===== config.mk =====
export PLATFORM = sky130hd
export DESIGN_NAME = pvm_front
export DESIGN_NICKNAME = d
export VERILOG_FILES = /design/src/design/pvm_pkg.sv /design/src/design/pvm_front.sv
export SDC_FILE = /design/constraint.sdc
export NUM_CORES = 1
export LEC_CHECK = 0
export ABC_CLOCK_PERIOD_IN_PS = 4500
export BUFFER_PORTS_ARGS = -buffer_cell sky130_fd_sc_hd__buf_2
export CORE_UTILIZATION = 56
export DETAILED_ROUTE_END_ITERATION = 10
export HOLD_SLACK_MARGIN = 0.1
export PLACE_DENSITY_LB_ADDON = 0.25
export SLEW_MARGIN = 20
export SYNTH_ARGS = -nofsm -noshare
export SYNTH_HDL_FRONTEND = slang
export SYNTH_SLANG_ARGS = --single-unit

===== constraint.sdc =====
create_clock -name clock -period 4.5 [get_ports clock]
set_input_delay 0.9 -clock clock [delete_from_list [all_inputs] [get_ports clock]]
set_output_delay 0.9 -clock clock [all_outputs]
set_load 0.005 [all_outputs]

===== src/design/pvm_pkg.sv =====
// Shared types, codes and constant tables for the PCM voice mixer.
`timescale 1ns / 1ps
package pvm_pkg;

   typedef struct packed {
      logic [1:0]  mode;
      logic [15:0] reg_addr;
      logic [15:0] write_data;
      logic [15:0] rom_addr;
      logic [7:0]  rom_byte;
   } req_item_type;

   typedef struct packed {
      logic               result_kind;
      logic [15:0]        read_data;
      logic signed [15:0] out_left1;
      logic signed [15:0] out_right1;
      logic signed [15:0] out_left2;
      logic signed [15:0] out_right2;
   } rsp_item_type;

   localparam logic [1:0] CMD_WRITE = 2'd0;
   localparam logic [1:0] CMD_READ  = 2'd1;
   localparam logic [1:0] CMD_TICK  = 2'd2;
   localparam logic [1:0] CMD_LOAD  = 2'd3;

   localparam logic KIND_READ  = 1'b0;
   localparam logic KIND_FRAME = 1'b1;

   typedef struct packed {
      logic [1:0]  kind;
      logic        voice_ok;
      logic [11:0] voice;
      logic [3:0]  offset;
      logic [15:0] data;
      logic [15:0] rom_addr;
      logic [7:0]  rom_byte;
   } cmd_type;

   localparam logic [3:0] OFS_VOL1  = 4'h0;
   localparam logic [3:0] OFS_VOL2  = 4'h2;
   localparam logic [3:0] OFS_PITCH = 4'h4;
   localparam logic [3:0] OFS_FLAGS = 4'h6;
   localparam logic [3:0] OFS_BANK  = 4'h8;
   localparam logic [3:0] OFS_START = 4'ha;
   localparam logic [3:0] OFS_END   = 4'hc;
   localparam logic [3:0] OFS_LOOP  = 4'he;

   localparam int FLAG_REVERSE = 0;
   localparam int FLAG_LOOP    = 1;
   localparam int FLAG_MULAW   = 3;
   localparam int FLAG_NOISE   = 4;
   localparam int FLAG_LONG    = 5;
   localparam int FLAG_PHASE   = 7;
   localparam int FLAG_ACTIVE  = 14;
   localparam int FLAG_FIXED   = 16;

   localparam logic [31:0] NOISE_SEED = 32'h1234_5678;
   localparam logic [15:0] SCALE_RESET = 16'd256;

   typedef logic signed [15:0] mulaw_table_type [256];
   typedef logic [7:0] level_table_type [256];

   function automatic mulaw_table_type build_mulaw();
      mulaw_table_type t;
      real ln9;
      real x;
      integer m;
      integer mag;
      integer i;
      ln9 = $ln(9.0);
      for (i = 0; i < 256; i++) begin
         m = i & 127;
         if (m == 0) begin
            mag = 0;
         end else if (m == 127) begin
            mag = 25000;
         end else begin
            x = m * ln9 / 127.0;
            mag = $rtoi($floor(($exp(x) - 1.0) * 3125.0));
         end
         t[i] = (i >= 128) ? -16'(mag) : 16'(mag);
      end
      return t;
   endfunction

   function automatic level_table_type build_level();
      level_table_type t;
      real x;
      integer j;
      for (j = 0; j < 255; j++) begin
         x = (j + 1) / 256.0;
         t[j] = 8'($rtoi($floor(25.5 * $pow(10.0, x))));
      end
      t[255] = 8'd255;
      return t;
   endfunction

   localparam mulaw_table_type MULAW_TABLE = build_mulaw();
   localparam level_table_type LEVEL_TABLE = build_level();

endpackage


===== src/design/pvm_front.sv =====
// Front end: accepts items, classifies them and queues commands.
`timescale 1ns / 1ps
module pvm_front #(
   parameter int VOICES = 32
) (
   input  logic                  clock,
   input  logic                  reset,
   input  logic                  push,
   output logic                  full,
   input  pvm_pkg::req_item_type req_item,
   output logic                  cmd_valid,
   output pvm_pkg::cmd_type      cmd,
   input  logic                  cmd_take
);

   pvm_pkg::cmd_type q_ff [2];
   logic             wr_ptr_ff, wr_ptr_in;
   logic             rd_ptr_ff, rd_ptr_in;
   logic [1:0]       count_ff, count_in;
   pvm_pkg::cmd_type new_cmd;
   logic             accept;
   logic             take;

   always_comb begin
      new_cmd.kind     = req_item.mode;
      new_cmd.voice    = req_item.reg_addr[15:4];
      new_cmd.voice_ok = (32'(req_item.reg_addr[15:4]) < 32'(VOICES));
      new_cmd.offset   = req_item.reg_addr[3:0];
      new_cmd.data     = req_item.write_data;
      new_cmd.rom_addr = req_item.rom_addr;
      new_cmd.rom_byte = req_item.rom_byte;
   end

   assign full      = (count_ff == 2'd2);
   assign accept    = push && !full;
   assign cmd_valid = (count_ff != 2'd0);
   assign take      = cmd_take && cmd_valid;
   assign cmd       = q_ff[rd_ptr_ff];

   always_comb begin
      wr_ptr_in = accept ? !wr_ptr_ff : wr_ptr_ff;
      rd_ptr_in = take ? !rd_ptr_ff : rd_ptr_ff;
      count_in  = count_ff + {1'b0, accept} - {1'b0, take};
   end

   always_ff @(posedge clock) begin
      if (reset) begin
         wr_ptr_ff <= 1'b0;
         rd_ptr_ff <= 1'b0;
         count_ff  <= 2'd0;
      end else begin
         wr_ptr_ff <= wr_ptr_in;
         rd_ptr_ff <= rd_ptr_in;
         count_ff  <= count_in;
      end
   end

   always_ff @(posedge clock) begin
      if (accept) begin
         q_ff[wr_ptr_ff] <= new_cmd;
      end
   end

endmodule


==> results, run 1 <==
- In this run the core area contains 32 standard-cell rows.
- The internal portion of the total power is 2.501 mW.
- Sequential cells account for 44.9% of the total power.
- Buffers inserted during clock tree synthesis total 17.
- The core region is 7807 um^2.
- The post-placement cell area is 5284 um^2.
- The cell count after synthesis is 212.
- The number of synthesized register bits is 123.
- For this run, the total global-route usage over all layers was measured as 19.82%.
- After clock tree synthesis, the clock-pin slew on the worst setup and hold paths is 0.06 ns.
- The number of gates resized after CTS was 0.
- The highest cell delay on the worst timing path is 0.74 ns.
- The final cell area excluding filler cells is 5828 um^2.
- The number of antenna cells inserted is 0.
- The sequential cell area fraction in the yosys report is 79.98%.
- The transition time at the pin with the least slew margin is 0.8736 ns.
- The detailed router's first-iteration violation count is 103.
- The number of nets still failing antenna checks after routing is 0.
- The critical path goes through buf_4, mux2_2, buf_2.
- In this run the biggest area consumer among cell types represents 77.78% of the synthesized area.
- Counting both buffers and inverters, the worst setup path holds a total of 2.
- The longest clock path from root to sink contains 2 buffers.
- The total negative slack is 0 ns.
- The proportion of synthesized area in mux cells is 15.41%.
- The share of total power consumed by net switching is 24.80%.
- The cell with the largest stage delay on the worst path is sky130_fd_sc_hd__dfxtp_2.
- After detailed routing, the number of vias per cell comes to 5.036.
- STA classifies the critical path startpoint as a flip-flop.
- Timing would allow up to 0.3258 GHz.
- The number of nets in the synthesized netlist is 276.
- Entering global routing, the biggest net connects 39 pins.
- The half-perimeter wire length after placement is 4.941 mm.
- The tree built by TritonCTS fans out to 123 sinks.
- The post-route netlist has 61.37% of its cells at a drive strength greater than 1.
- The synthesized netlist devotes 0.3845% of its cell area to compound gates.
- By area, the combinational part of the netlist is dominated by multiplexers.
- The first detailed-routing pass took 4 iterations.
- The clock tree synthesis step divided the H-tree into 4 levels.
- The max-slew headroom at the worst pin is 41.76%.
- Summed over all cells, the static leakage comes to 2.233 nW.
- For this design the total switching power over the nets is 824.6 uW.
- The die extent in y is 92.20 um.
- The shortest period the worst path allows is 3.070 ns.
- The number of hold buffers added after cts is 0.
- Data on the critical path arrives at its endpoint at 2.17 ns.
- The gate family responsible for the most delay along the worst path is flip-flops.
- The area of the die is 8500 um^2.
- The start-to-end type of the worst setup path is flip-flop to primary output.
- The number of global-route vias before repair is 2,466.
- For the worst-skew pair, the clock arrives at the later sink with an insertion delay of 0.50 ns.
- The largest area contributor in the netlist is sky130_fd_sc_hd__edfxtp_1.
- Sorting the synthesized cells by area gives the leading types as sky130_fd_sc_hd__edfxtp_1 78%, sky130_fd_sc_hd__mux2_2 12%, sky130_fd_sc_hd__mux2_4 3.3%.
- The arithmetic-cell share of the synthesized area counting full adders, half adders and majority gates is 0.5493%.
- Relative to the synthesized area, the layout overhead comes to 27.93%.
- The die span in x is 92.20 um.
- The nature of the critical path endpoint is a primary output.
- The peak ir drop on the vdd network is 0.4546 mV.
- Each instance of the synthesized netlist takes up on average 21.49 um^2.
- For this design the top-level I/O count stands at 123.
- The count of buffers from port buffering is 122.
- The count of final max-slew check failures is 0.
- The simple logic cell fraction of the synthesized area is 1.511%.
- Along the worst path, the maximum fanout reaches 26.
- After Yosys synthesis, XOR and XNOR cells account for 0.5768% of the synthesized area.
- The final hold violation count is 0.
- The post-layout net count is 416.
- The critical path required time is 3.60 ns.
- The number of antenna violations at the first check in global routing was 1.
- The flow ran to the end, and the final reports show no timing, DRC or antenna violations.
- The number of synthesis warnings is 0.
- For this configuration, the core starts out at a cell density of 58.35%.
- The total global routing overflow is 0.
- Across the run, the number of max-cap violations was 0.
- The placer congestion estimate is 0.6819.
- The remaining design rule violation count is 0.
- The total number of vias is 2,352.
- The share of total power dissipated in combinational logic is 19.1%.
- Setup violations remaining at the end of the flow were counted as 0.
- The global-route wire length before repair is 11.90 mm.
- The clock arrives with 0.003513 ns of skew.
- The power per cell area is 570.6 nW/um^2.
- The post-synthesis instance area is 4556 um^2.
- The tightest min-delay check is of the flip-flop to flip-flop type.
- The root buffer cell is sky130_fd_sc_hd__clkbuf_8.
- Setup repair after global routing left no endpoint under its margin.
- The number of distinct library cells after synthesis is 24.
- In the final routed layout, each cell accounts on average for 16.55 um.
- After clock tree synthesis, the setup repair step added 0 buffers.
- The final routed wirelength across all metal layers is 7.731 mm.
- The TritonCTS clock tree is built.
- In the finished design, the share of the clock period the worst path needs comes to 68.21%.
- The share of total power in the clock network is 36.1%.
-- placed cells by master (no fill, tap or decap), drive strengths merged --
cell      instances
or2               1
a21oi             1
mux2             59
or4               1
nand2             1
bufinv            1
edfxtp          118
clkbuf           18
buf             128
clkinv            6
nand2b            1
xor2              1
nor2b             1
and3              1
clkinvlp          7
o21ai             1
inv               4
xnor2             2
o21a              1
or3               1
dfxtp             5
nor4              1
ha                2
nor2              3
-- path summary, 6_finish.rpt --
| check | startpoint | to | slack (ns) | cells past startpoint |
|---|---|---|---|---|
| worst max-delay path | flip-flop | cmd[20] | 1.43 | 3 |
| worst min register to register | wr_ptr_ff | wr_ptr_ff | 0.50 | 2 |
| worst max register to register | count_ff[0] | q_ff[0][32] | 2.27 | 5 |
| worst min-delay path | wr_ptr_ff | wr_ptr_ff | 0.50 | 2 |
-- layout make-up --
cell class | count | area, um^2
clock inverters | 14 | 126.4
flip-flops and latches | 123 | 3645
inverters | 4 | 15.01
clock buffers | 18 | 417.9
fillers | 501 | 1979
multi-input cells | 78 | 840.8
well taps | 102 | 127.6
repair buffers | 128 | 655.6
-- stage by stage --
stage               worst slack [ns]  power [mW]  instances  util [%]  hold WS (ns)
global route                   1.300       3.471        467     74.65        0.5546
floorplan                      1.638       1.901        212         -        0.4518
global placement               1.767       2.132        435     67.68        0.4671
finish                         1.430       3.325        467     74.65        0.4985
CTS                            1.368       3.364        467     74.65        0.4990
detailed placement             1.717       2.153        435     67.68        0.4855
-- synthesized netlist by cell type (all sizes together) --
library cell and number:
nor2b 1, o21a 1, o21ai 1, and3 1
ha 2, edfxtp 118, mux2 59, buf 7
nand2b 1, nor2 3, xor2 1, inv 4
xnor2 2, or4 1, or2 1, a21oi 1
or3 1, nor4 1, nand2 1, dfxtp 5
-- state kept, by name, summed over array words and instances (netlist names), named ones only --
signal and flops:
q_ff 118, rd_ptr_ff 1, count_ff 2, wr_ptr_ff 1
-- layer usage --
metal | routed length, um | vias up | track usage (%)
met1 | 3111 | 1153 | 23.01
met3 | 376 | 9 | 7.546
li1 | - | 1116 | -
met4 | 85 | 2 | 8.724
met5 | 16 | - | 0
met2 | 4141 | 72 | 32.84
-- cell families after synthesis --
logic type | count (synthesis)
muxes | 59
adders and majority gates | 2
and+or+nand+nor | 11
xor gates and xnor gates | 3
buffers and inverters | 11
DFF | 123
AOI/OAI and AO/OA | 3
-- worst min-delay path: stages (launching register included) --
cell and delay [ns]:
sky130_fd_sc_hd__dfxtp_1 0.32, sky130_fd_sc_hd__o21ai_0 0.07, sky130_fd_sc_hd__a21oi_1 0.06
-- power groups by stage --
stage	Sequential (mW)	Combinational (mW)	Clock [mW]
2_1_floorplan	1.48	0.425	0
3_3_place_gp	1.51	0.625	0
3_5_place_dp	1.51	0.639	0
4_1_cts	1.49	0.646	1.22
5_1_grt	1.51	0.692	1.27
6_report	1.49	0.633	1.20
(Power assumes the default switching activity.)
==> run 2, diff against run 1 <==
ABC_CLOCK_PERIOD_IN_PS = 3200   (was 4500)
CORE_UTILIZATION = 52   (was 56)
clock period = 3.2 ns   (was 4.5 ns; I/O delays follow)
==> results, run 2 (synthesis gave the netlist of run 1 again) <==
- The post-placement cell count was 437 (+0.46%).
- The number of antenna cells inserted was 0 (unchanged).
- The final routed wirelength across all metal layers is 7.764 mm (+0.43%).
- The CTS buffer count is 17 (unchanged).
- The TritonCTS clock tree is built.
- The peak ir drop on the vdd network was 0.6272 mV (+38%).
- The tree is rooted in a sky130_fd_sc_hd__clkbuf_8.
- The final worst-path setup slack is 0.7467 ns (-0.6838 ns).
- The leading cell type in the layout, fill and taps excluded is sky130_fd_sc_hd__buf_2.
- The worst slack at placement is 1.048 ns (-0.6686 ns).
- The half-perimeter wire length after placement is 5.012 mm (+1.4%).
- Setup repair after global routing left no endpoint under its margin.
- The shortest period the worst path allows is 2.453 ns.
- The global-route wire length before repair came to 11.23 mm (-5.7%).
- The endpoint arrival time on the critical path was 1.81 ns (-0.36 ns).
- The total I/O pin count is 123 (unchanged).
- The area of the die was 9139 um^2 (+7.5%).
- The total power is 4.850 mW (+46%).
- The die span in x came to 95.60 um (+3.7%).
- For this run, the top clock speed supported by timing is 0.4076 GHz.
- The depth of the CTS H-tree was 4 (unchanged).
- The setup violation total in the final timing report is 0 (unchanged).
- The met1 global-route usage is 21.12% (-1.9 points).
- The placer congestion estimate is 0.6875 (+0.82%).
- The kind of start point of the critical path is a flip-flop.
- The quantity of gates resized following cts is 0 (unchanged).
- The post-layout net count is 415 (-0.24%).
- The met2 global-route usage is 28.39% (-4.4 points).
- The number of buffers on the longest clock path is 2 (unchanged).
- The critical path required time is 2.56 ns (-1.04 ns).
- The starting density of the core came to 54.62% (-3.7 points).
- The transition time at the pin with the least slew margin came to 0.6909 ns (-0.1827 ns).
- The detailed router's first-iteration violation count came to 69 (-33%).
- The number of max-capacitance violations reported was 0 (unchanged).
- The final standard cell count with taps included and fillers excluded is 469 (+0.43%).
- The post-CTS setup buffer count was 0 (unchanged).
- The detail-routed via count per cell was 5.021 (-0.30%).
- The final-layout fill cell count is 583 (+16%).
- The global routing stage identified its most utilized layer as met2.
- The power per cell area is 820.9 nW/um^2 (+44%).
- The top cell types in the final layout, fill and taps aside, are 122 x sky130_fd_sc_hd__buf_2, 118 x sky130_fd_sc_hd__edfxtp_1, 49 x sky130_fd_sc_hd__mux2_2.
- The number of global-route vias before repair is 2,254 (-8.6%).
- The layout cell share with drive strength beyond 1 is 61.54% (+0.17 points).
- The total number of vias is 2,355 (+0.13%).
- The die extent in y is 95.60 um (+3.7%).
- The depth of the worst register-to-register path was 5 (unchanged).
- The total global routing overflow is 0 (unchanged).
- The global routing usage on met3 was 6.778% (-0.77 points).
- The number of core rows is 33 (+3.1%).
- The first-pass detailed-route iteration total is 4 (unchanged).
- The number of nets still failing antenna checks after routing is 0 (unchanged).
- The post-detailed-route wirelength per cell is 16.55 um (about the same).
- In the final layout, the registers with the most flip-flops are q_ff x118, count_ff x2.
- The maximum net fanout on the critical path came to 53 (+100%).
- The clock latency of the later-clocked register in the worst-skew pair is 0.50 ns (about the same).
- Compared with the post-synthesis result, the final layout area differs by 29.69%.
- The maximum number of pins on one net before global-route repair came to 54 (+38%).
- The area of all sequential standard cells is 3645 um^2 (unchanged).
- The final hold violation count is 0 (unchanged).
- The run finished with clean final reports.
- The global-route usage over all layers is 17.73% (-2.1 points).
- The nature of the critical path endpoint is a primary output.
- The total negative slack is 0 ns (unchanged).
- The number of cells on the worst hold path is 1 (-1).
- The flip-flop count of the largest register after layout is 118 (unchanged).
- The count of buffers from port buffering is 122 (unchanged).
- The number of antenna violations at the first check in global routing is 0 (-1).
- The max-slew headroom at the worst pin is 53.94% (+12 points).
- The core area is 8341 um^2 (+6.8%).
- The count of final max-slew check failures is 0 (unchanged).
- More flip-flops sit in one register than any other, and that register is q_ff.
- The worst clock skew on the final layout is 0.005192 ns (+0.001680 ns).
- The area taken by multi-input logic gates is 840.8 um^2 (unchanged).
- The clock transition at the register clock pins on the worst setup and hold paths after CTS is 0.06 ns (about the same).
- The remaining design rule violation count came to 0 (unchanged).
- The number of sinks handled by clock tree synthesis was 123 (unchanged).
- The fraction of the cycle the final worst path needs is 76.67%.
- The setup path with the least slack is of type flip-flop to primary output.
- The leakage power of the design came to 2.269 nW (+1.6%).
- The worst hold path belongs to the class input pin to flip-flop.
- The number of hold buffers added after cts is 0 (unchanged).
[run 2: cell types whose count changed in the layout (fill, tap and decap cells not counted), sizes merged]
cell / before / now
bufinv: 1 / 3
clkinvlp: 7 / 5
buf: 128 / 127
clkinv: 6 / 5
inv: 4 / 5
[run 2: worst paths after layout]
kind	endpoint	slack [ns]	startpoint
worst min-delay path	q_ff[0][25]	0.32	req_item[25]
worst min register to register	wr_ptr_ff	0.52	wr_ptr_ff
worst max register to register	q_ff[0][16]	1.35	count_ff[0]
worst max-delay path	cmd[13]	0.75	flip-flop
[run 2: worst max-delay path, stage by stage (launching register included)]
cell and delay [ns]:
sky130_fd_sc_hd__dfxtp_2 0.44, sky130_fd_sc_hd__buf_12 0.33, sky130_fd_sc_hd__mux2_2 0.39, sky130_fd_sc_hd__buf_2 0.13
[run 2: report_power, final]
| part | internal [mW] | leakage, nW | switching [mW] |
|---|---|---|---|
| Combinational | 0.504 | 0.851 | 0.429 |
| Sequential | 2.00 | 1.14 | 0.0652 |
| Clock | 1.19 | 0.273 | 0.665 |
[run 2: layout make-up]
type / instances / area share (%)
flip-flops and latches: 123 / 61.69
multi-input cells: 78 / 14.23
repair buffers: 127 / 11.61
clock buffers: 18 / 7.073
clock inverters: 14 / 2.922
well taps: 105 / 2.224
inverters: 4 / 0.2541
[run 2: metrics by stage]
| step | hold slack, ns | utilization [%] | instance area, um^2 |
|---|---|---|---|
| CTS | 0.2986 | 70.84 | 5908 |
| floorplan | 0.4518 | - | 4556 |
| global route | 0.3006 | 70.84 | 5908 |
| finish | 0.3220 | 70.84 | 5908 |
| global placement | 0.4692 | 63.76 | 5318 |
| detailed placement | 0.5242 | 63.76 | 5318 |
[run 2: routing by layer]
metal / vias up / wire, um
li1: 1117 / -
met1: 1150 / 3236
met2: 81 / 3936
met3: 7 / 492
met4: 0 / 98
met5: - / 0
